$ cat src/rtl/pbu_pkg.sv
// pbu_pkg: blend mode codes and fixed constants for the pixel blend unit.
// Used by pixel_blend_unit and pbu_checker; depends on nothing.
`timescale 1ns / 1ps

package pbu_pkg;

	localparam int unsigned PIX_W  = 8;
	localparam int unsigned FUNC_W = 3;
	localparam int unsigned WGT_W  = 9;

	typedef logic [FUNC_W-1:0] func_t;
	typedef logic [PIX_W-1:0]  pix_t;
	typedef logic [WGT_W-1:0]  wgt_t;

	// blend mode selector codes
	localparam func_t FUNC_ADD    = 3'd0;
	localparam func_t FUNC_MUL    = 3'd1;
	localparam func_t FUNC_MIX    = 3'd2;
	localparam func_t FUNC_MAX    = 3'd3;
	localparam func_t FUNC_SHADE  = 3'd4;
	localparam func_t FUNC_MIXMAP = 3'd5;

	localparam wgt_t WGT_FULL  = 9'd256;
	localparam wgt_t WGT_RESET = 9'd128;
	localparam pix_t PIX_MAX   = 8'hFF;

endpackage

$ cat src/rtl/pixel_blend_unit.sv
// pixel_blend_unit: two-pixel grey blender (add, multiply, mix, max, shade, mix by map).
// Depends on pbu_pkg.
`timescale 1ns / 1ps

// One beat in, one beat out. Every input beat holds a mode code, two 8-bit
// pixels and a per-pixel weight; the block returns one blended pixel and a
// flag that is set only when add mode saturated at 255. The data path is an
// input register (_s1) followed by a result register (_s2) with one level of
// small multipliers (8x9 at most) between them, so the block accepts a beat
// every cycle while in_stall is low. Each accepted beat is held in _s1 and
// its result is presented from _s2. Output stall propagates back to in_stall
// only when both stages are full. The fixed mix weight is written through
// cfg_wr_en/cfg_wr_data; the user must write it only while the block is idle,
// as the block itself does not enforce this. Values above 256 are saturated
// to 256 at write time, and it resets to 128. Mode codes 6 and 7 give a zero
// pixel with the flag clear.
module pixel_blend_unit (
	input  logic                clk,
	input  logic                arst_n,
	// config
	input  logic                cfg_wr_en,
	input  pbu_pkg::wgt_t       cfg_wr_data,
	// input channel
	input  logic                in_valid,
	output logic                in_stall,
	input  pbu_pkg::func_t      func,
	input  pbu_pkg::pix_t       pixel_a,
	input  pbu_pkg::pix_t       pixel_b,
	input  pbu_pkg::pix_t       map_weight,
	// output channel
	output logic                out_valid,
	input  logic                out_stall,
	output pbu_pkg::pix_t       pixel_out,
	output logic                clamped
);
	import pbu_pkg::*;

	// fixed mix weight, always held within 0..256
	wgt_t  mix_weight_q;

	// stage 1: captured input beat
	logic  valid_s1;
	func_t func_s1;
	pix_t  a_s1;
	pix_t  b_s1;
	pix_t  mw_s1;

	// stage 2: result register
	logic  valid_s2;
	pix_t  pix_s2;
	logic  clamped_s2;

	logic  adv;          // stage 2 can take a new result
	logic  take;         // input beat accepted

	// combinational blend terms
	wgt_t             w_sel;
	wgt_t             w_cmp;
	logic [16:0]      prod_aw;
	logic [16:0]      prod_bw;
	logic [PIX_W:0]   mix_sum;
	logic [15:0]      prod_ab;
	pix_t             sh_base;
	logic [14:0]      prod_sh;
	logic [PIX_W:0]   sh_hi;
	pix_t             shade_res;
	logic [PIX_W:0]   add_sum;
	pix_t             res_d;
	logic             clamped_d;

	assign adv      = !valid_s2 || !out_stall;
	assign in_stall = valid_s1 && !adv;
	assign take     = in_valid && !in_stall;

	// config register; saturate anything above full scale
	always_ff @(posedge clk or negedge arst_n) begin
		if (!arst_n) begin
			mix_weight_q <= WGT_RESET;
		end else if (cfg_wr_en) begin
			mix_weight_q <= (cfg_wr_data > WGT_FULL) ? WGT_FULL : cfg_wr_data;
		end
	end

	// stage 1 control
	always_ff @(posedge clk or negedge arst_n) begin
		if (!arst_n) begin
			valid_s1 <= 1'b0;
		end else if (!in_stall) begin
			valid_s1 <= in_valid;
		end
	end

	// stage 1 payload
	always_ff @(posedge clk) begin
		if (take) begin
			func_s1 <= func;
			a_s1    <= pixel_a;
			b_s1    <= pixel_b;
			mw_s1   <= map_weight;
		end
	end

	// mix: (a*w)>>8 + (b*(256-w))>>8, each product floored on its own
	assign w_sel   = (func_s1 == FUNC_MIXMAP) ? {1'b0, mw_s1} : mix_weight_q;
	assign w_cmp   = WGT_FULL - w_sel;
	assign prod_aw = {9'd0, a_s1} * {8'd0, w_sel};
	assign prod_bw = {9'd0, b_s1} * {8'd0, w_cmp};
	assign mix_sum = prod_aw[16:8] + prod_bw[16:8];

	assign prod_ab = {8'd0, a_s1} * {8'd0, b_s1};

	// shade: below mid, b*a>>7; at or above mid, (255-b)*(a-128)>>7 + b.
	// a-128 is just a[6:0] in the upper half, and 255-b is ~b.
	assign sh_base   = a_s1[7] ? ~b_s1 : b_s1;
	assign prod_sh   = {7'd0, sh_base} * {8'd0, a_s1[6:0]};
	assign sh_hi     = {1'b0, prod_sh[14:7]} + {1'b0, b_s1};
	assign shade_res = a_s1[7] ? sh_hi[PIX_W-1:0] : prod_sh[14:7];

	assign add_sum = {1'b0, a_s1} + {1'b0, b_s1};

	always_comb begin
		res_d     = '0;
		clamped_d = 1'b0;
		unique case (func_s1)
			FUNC_ADD: begin
				clamped_d = add_sum[PIX_W];
				res_d     = add_sum[PIX_W] ? PIX_MAX : add_sum[PIX_W-1:0];
			end
			FUNC_MUL: begin
				res_d = prod_ab[15:8];
			end
			FUNC_MIX, FUNC_MIXMAP: begin
				res_d = mix_sum[PIX_W-1:0];
			end
			FUNC_MAX: begin
				res_d = (a_s1 > b_s1) ? a_s1 : b_s1;
			end
			FUNC_SHADE: begin
				res_d = shade_res;
			end
			default: begin
				res_d     = '0;
				clamped_d = 1'b0;
			end
		endcase
	end

	// stage 2 control
	always_ff @(posedge clk or negedge arst_n) begin
		if (!arst_n) begin
			valid_s2 <= 1'b0;
		end else if (adv) begin
			valid_s2 <= valid_s1;
		end
	end

	// stage 2 payload
	always_ff @(posedge clk) begin
		if (adv && valid_s1) begin
			pix_s2     <= res_d;
			clamped_s2 <= clamped_d;
		end
	end

	assign out_valid = valid_s2;
	assign pixel_out = pix_s2;
	assign clamped   = clamped_s2;

endmodule

$ cat config.mk
export PLATFORM = sky130hd
export DESIGN_NAME = pixel_blend_unit
export DESIGN_NICKNAME = d
export VERILOG_FILES = /design/src/rtl/pbu_pkg.sv /design/src/rtl/pixel_blend_unit.sv
export SDC_FILE = /design/constraint.sdc
export NUM_CORES = 1
export LEC_CHECK = 0
export ABC_AREA = 1
export BUFFER_PORTS_ARGS = -buffer_cell sky130_fd_sc_hd__buf_2
export CAP_MARGIN = 20
export CORE_MARGIN = 2
export CORE_UTILIZATION = 56
export DETAILED_ROUTE_END_ITERATION = 8
export GPL_TIMING_DRIVEN = 0
export PLACE_DENSITY = 0.82
export SETUP_SLACK_MARGIN = 0.1
export SKIP_LAST_GASP = 1
export SLEW_MARGIN = 20
export SYNTH_ARGS = -nofsm -noshare
export SYNTH_HDL_FRONTEND = slang
export SYNTH_SLANG_ARGS = --single-unit
$ cat constraint.sdc
create_clock -name clk -period 8.2 [get_ports clk]
set_input_delay 1.23 -clock clk [delete_from_list [all_inputs] [get_ports clk]]
set_output_delay 1.23 -clock clk [all_outputs]
set_load 0.01 [all_outputs]
Yosys cells after proc, flatten, opt, wreduce, memory -nomap -nowiden
Index checks and enable logic that the tools add are counted.
{"block": "word_totals", "register_bits": 47, "inputBits": 41, "out_inout_bits": 11, "word_cells": 42}
{"block": "op_classes", "add_sub_neg": 4, "n_mul": 4, "order_cmp": 2, "n_eq_ne": 5, "muxes": 7, "n_bitwise": 1, "n_reduce_logical": 10}
{"operator": "$pmux W8 S5", "n": 1}
{"operator": "$mul A8 B9 Y16", "n": 2}
{"operator": "$mux W8", "n": 4}
{"operator": "$mux W9", "n": 2}
{"operator": "$add A8 B8 Y8", "n": 2}
{"operator": "$mul A8 B8 Y16", "n": 1}
{"operator": "$mul A8 B7 Y15", "n": 1}
{"operator": "$add A8 B8 Y9", "n": 1}
{"operator": "$gt A9 B9 Y1 const B", "n": 1}
{"operator": "$sub A9 B9 Y9 const A", "n": 1}
{"operator": "$gt A8 B8 Y1", "n": 1}
{"operator": "$not A8 Y8", "n": 1}
{"operator": "$eq A3 B2 Y1 const B", "n": 2}
{"operator": "$eq A3 B3 Y1 const B", "n": 2}
{"operator": "$logic_not A1 Y1", "n": 4}
{"operator": "$eq A3 B1 Y1 const B", "n": 1}
{"operator": "$logic_and A1 B1 Y1", "n": 3}
{"operator": "$logic_not A3 Y1", "n": 1}
{"operator": "$reduce_or A2 Y1", "n": 1}
{"operator": "$logic_or A1 B1 Y1", "n": 1}

Depth between registers and ports, before layout
{"block": "logic_depth", "ltp_word": 6, "depth_mapped": 41, "depth_no_buf": 40}

Worst setup path before layout
OpenSTA, ideal clock, no wires.
{"block": "synth_timing", "path_type": "reg2reg", "start": "register func_s1[1]", "end": "register pix_s2[6] (netlist: pixel_out[6]), data pin", "t_arrival_ns": 6.348, "required_ns": 7.934, "setup_slack_ns": 1.586, "stages_incl_launch_ff": 38, "period_less_slack_ns": 6.614, "path_cell_list": "edfxtp_1 inv_2 buf_6 nand4_1 nand2_1 clkbuf_1 ha_1 inv_1 nor4_1 xor2_1 inv_1 nor2_1 fa_1 fa_1 fa_1 inv_1 fa_1 inv_1 (+2 left out) a21oi_2 inv_1 a21oi_1 xnor2_1 ha_1 nand2_1 inv_1 o21a_1 nor2_1 nor2_1 nor2_1 nor2_1 nor2_1 xor2_1 nand2_1 nand3_1 nor2_1 nand3_1"}
{"block": "synth_between", "elab_chain_cells": 6}
{"item": "start: declaration", "line_no": "pixel_blend_unit.sv:43", "rtl": "func_t func_s1;"}
{"item": "start signal: assignment", "line_no": "pixel_blend_unit.sv:96", "rtl": "func_s1 <= func;"}
{"item": "$eq A3 B3 Y1", "line_no": "pixel_blend_unit.sv:104, pixel_blend_unit.sv:124"}
{"item": "$mux W9", "line_no": "pixel_blend_unit.sv:104", "rtl": "assign w_sel = (func_s1 == FUNC_MIXMAP) ? {1'b0, mw_s1} : mix_weight_q;"}
{"item": "$sub A9 B9 Y9", "line_no": "pixel_blend_unit.sv:105", "rtl": "assign w_cmp = WGT_FULL - w_sel;"}
{"item": "$mul A8 B9 Y16", "line_no": "pixel_blend_unit.sv:107", "rtl": "assign prod_bw = {9'd0, b_s1} * {8'd0, w_cmp};"}
{"item": "$add A8 B8 Y8", "line_no": "pixel_blend_unit.sv:108", "rtl": "assign mix_sum = prod_aw[16:8] + prod_bw[16:8];"}
{"item": "$pmux W8 S5 (*)", "line_no": "pixel_blend_unit.sv:124", "rtl": "unique case (func_s1)"}
{"item": "net res_d[6]", "line_no": "pixel_blend_unit.sv:68", "rtl": "pix_t res_d;"}
{"item": "end signal: assignment", "line_no": "pixel_blend_unit.sv:160", "rtl": "pix_s2 <= res_d;"}
{"item": "end: declaration", "line_no": "pixel_blend_unit.sv:50", "rtl": "pix_t pix_s2;"}
The timed path passes the listed nets; every way through them passes the cells marked *.
A chain may end at the register's enable or synchronous reset.

Final worst setup path
Ends and elaborated chain as after synthesis.

==> run summary <==
The maximum net fanout on the critical path came out at 10. In the routed design, unresolved DRC markers number 0. In this run the vertical extent of the chip is approximately 150 um. The count of flip-flops with a built-in enable after synthesis is 36. TritonCTS built the clock tree. The net count reported at finish is 1,887.

The total net switching power is 3000 uW. The synthesized design devotes to its leading area cell type 25.7% of total area. The pre-antenna-repair detailed-routing pass consisted of 5 iterations.

The area overhead of the layout relative to synthesis is 7.13%. The power density of the placed cells is around 420 nW/um2. The clock transition time at the flip-flop clock pins of the worst setup and hold paths is 80 ps. For the worst setup path, the data required time is 8230 ps.

TritonCTS created 5 clock buffers. The final period utilization came out at between 90% and 100%. The number of global-route vias before repair came out at 9,911.

Sequential cells account for slightly below 7% of the total power. The worst setup path is launched from a register. The reg-to-reg setup timing slack is 560 ps. The dominant cell type by area after synthesis is fa_1.

The proportion of power drawn by the clock network is 4.4%. The predominant post-synthesis flop cell is edfxtp_1. Clock tree synthesis found a total of 47 sinks.

The H-tree level count came out at 2. The routed via count divided by cell count came out at around 5.5. Including well taps, the total number of placed cells is between 1,500 and 2,000.

The weighted congestion at the end of routability-driven global placement came out at a little under 1. The final antenna-violating net count is 0. The number of primary I/O pins came out at 52. The wire length of the first global-routing pass is 48,700 um. In this run the clock root is driven by a clkbuf_16.

The final critical-path required period came out at 7640 ps. Summing every instance area after synthesis gives 11,400 um2. In the post-synthesis netlist, the cell with the most instances is inv_1.

The final setup violation count came out at 0. STA classifies the critical path endpoint as a register. The worst-case vdd ir drop came out at 0.000402 V. The max-slew headroom at the worst pin is ~28%. The highest-delay cell along the critical path is fa_1. The number of different library cells in the post-synthesis netlist is 53. The initial antenna violation count was 0. The fmax came out at 131 MHz. The largest incremental delay on the critical path is 500 ps. The number of pins exceeding their max-slew limit in the final report came out at 0. The arrival time of the worst setup path is 7670 ps. Setup repair after global routing left no endpoint under its margin. Counting stages on the worst path, the most repeated cell is nor2_1. The final number of hold-violating endpoints is 0.

The count of port buffers added during placement is 51. Global routing used 28.7% of the available tracks. The internal power contribution is 2150 uW. The count of non-filler cells in the finished layout came out at roughly 1,800. The synthesis warning total is 0. The overall overflow remaining after global route is 0. By count the netlist is led by 351 x inv_1, 283 x nand2_1, 166 x ha_1, 146 x fa_1, 134 x nor2_1.

The placeable core area came out at 20,000 um2. The sequential cell area fraction in the yosys report is 12.0%. Counting every instance in the synthesized netlist gives 1,474.

Across the run, the number of max-cap violations was 0. Summed over all cells, the static leakage comes to a little under 0.007 uW. A synthesized cell averages 7.71 um2. The run finished with clean final reports.

The number of diodes added for antenna fixing came out at 0. The width of the die came out at between 100 and 150 um. The fraction of power consumed by combinational cells is 88.7%. The full die area is ~21,000 um2. The insertion delay to the later sink of the worst-skew pair is 310 ps.

The maximum number of pins on one net before global-route repair came out at 18. Dividing the detail-routed wire length by the instance count gives 16.7 um. The row count is 52.

For this block, the initial DRC count from the detailed router was around 840. The detailed-placement wirelength estimate is roughly 25,000 um. Sorting the synthesized cells by area gives the leading types as fa_1 26%, ha_1 18%, inv_1 12%.

The initial standard-cell utilization of the core is 56.7%. At the pin with the least slew margin, the transition time is around 1100 ps. The proportion of synthesized flip-flops having asynchronous set or reset came out at between 20% and 30%. The sum of routed wire length over all layers is 30,100 um.

The kind of path behind the tightest hold check is register to register. The overall via count from detail_route is approximately 9,900. The critical path is of the register to register type. The number of synthesized register bits came out at 47.

The proportion of layout cells with a drive suffix above 1 came out at 7.62%. The total of hold buffers inserted after clock tree synthesis is 0. The total negative slack came out at 0 ps.

The switching part of the total is 58.3%. The number of nets in the synthesized netlist is 1,827. The clock skew after layout came out at 13.1 ps. The maximum number of buffers from clock root to sink came out at 2.
-- repair_timing --
item                                   CTS  global route
gates resized for setup                  1             6
pin swaps                                0             1
buffers inserted                         0             1
endpoints found under the hold margin    0             0
setup endpoints to repair                1             4
-- per-stage QoR --
stage	power (uW)	hold slack (ps)	util [%]	area (um2)	worst slack, ps
2_1_floorplan	3690	433	-	11400	1590
3_3_place_gp	4650	450	59.6	12000	316
3_5_place_dp	4840	508	59.8	12000	140
4_1_cts	5100	525	60.6	12100	291
5_1_grt	5730	535	60.7	12200	92.7
6_report	5140	520	60.7	12200	565
-- cells by family after synthesis --
group,count (synthesis),synth area share (%)
simple gates,525,19.7
fa+ha+maj,312,44.0
flops,47,12.0
xor+xnor,35,2.70
buf+inv,392,13.3
compound gates,163,8.37
-- state kept, by name, summed over array words and instances, names as in the netlist --
register      cells
mw_s1             8
func_s1           3
clamped           1
a_s1              8
pixel_out         8
b_s1              8
mix_weight_q      9
valid_s1          1
out_valid         1
-- power groups by stage --
stage,sequential [uW],combinational (uW),clock (uW)
after floorplan,356,3330,0
after global placement,355,4290,0
after detailed placement,356,4480,0
after CTS,351,4520,231
after global routing,353,5140,236
final,352,4560,229
-- layout make-up --
class                   instances  area (um2)
multi-input cells            1035        8520
fillers                      1849        7870
flip-flops and latches         47        1360
plain buffers                  33         161
inverters                     359        1350
repair buffers                 53         290
well taps                     270         338
clock buffers                   5         125
clock inverters                 3        27.5
-- path summary, 6_finish.rpt --
path | to | depth (start not counted) | from
max | pixel_out[6]$_DFFE_PP_ | 37 | func_s1[1]$_DFFE_PP_
min reg2reg | out_valid$_DFFE_PN0N_ | 2 | valid_s1$_DFFE_PN0N_
max reg2reg | pixel_out[6]$_DFFE_PP_ | 37 | func_s1[1]$_DFFE_PP_
min | out_valid$_DFFE_PN0N_ | 2 | valid_s1$_DFFE_PN0N_
min in group asynchronous | mix_weight_q[2]$_DFFE_PN0P_ | 1 | arst_n
max in group asynchronous | mix_weight_q[7]$_DFFE_PN1P_ | 1 | arst_n
-- placed cells by master (no fill, tap or decap), types with 4 or more instances in the layout --
| cell type | instances |
|---|---|
| nand4_1 | 20 |
| o211ai_1 | 7 |
| o221ai_1 | 4 |
| clkbuf_1 | 20 |
| edfxtp_1 | 36 |
| nand2_1 | 282 |
| nor2_1 | 134 |
| nor3_1 | 11 |
| nand3_1 | 40 |
| a21oi_1 | 69 |
| a21o_1 | 7 |
| clkinv_1 | 5 |
| buf_2 | 57 |
| inv_1 | 351 |
| fa_1 | 146 |
| nand2_2 | 13 |
| ha_1 | 166 |
| clkbuf_16 | 5 |
| nand3_2 | 4 |
| o21ai_1 | 5 |
| o21ai_0 | 48 |
| a211oi_1 | 4 |
| xnor2_1 | 12 |
| dfrtp_1 | 10 |
| xor2_1 | 22 |
-- routing by layer --
layer  routed length, um  up-vias  GRT usage [%]  part of all wire, %
met5                   0        -              0                    0
met2               14000      409           47.5                   47
met1               12100     4704           37.6                   40
li1                    -     4685              -                    -
met3                2400      117           3.94                  8.0
met4                1580        0           13.3                  5.3
-- worst max-delay path, delay by kind of cell, from the launching register on --
family | cells | cell delay (ps)
simple gates | 15 | 1840
flops | 1 | 460
fa+ha+maj | 7 | 2770
buf+inv | 8 | 950
compound gates | 4 | 750
xor+xnor | 3 | 580
Note: power is estimated with default switching activity, not from simulation.
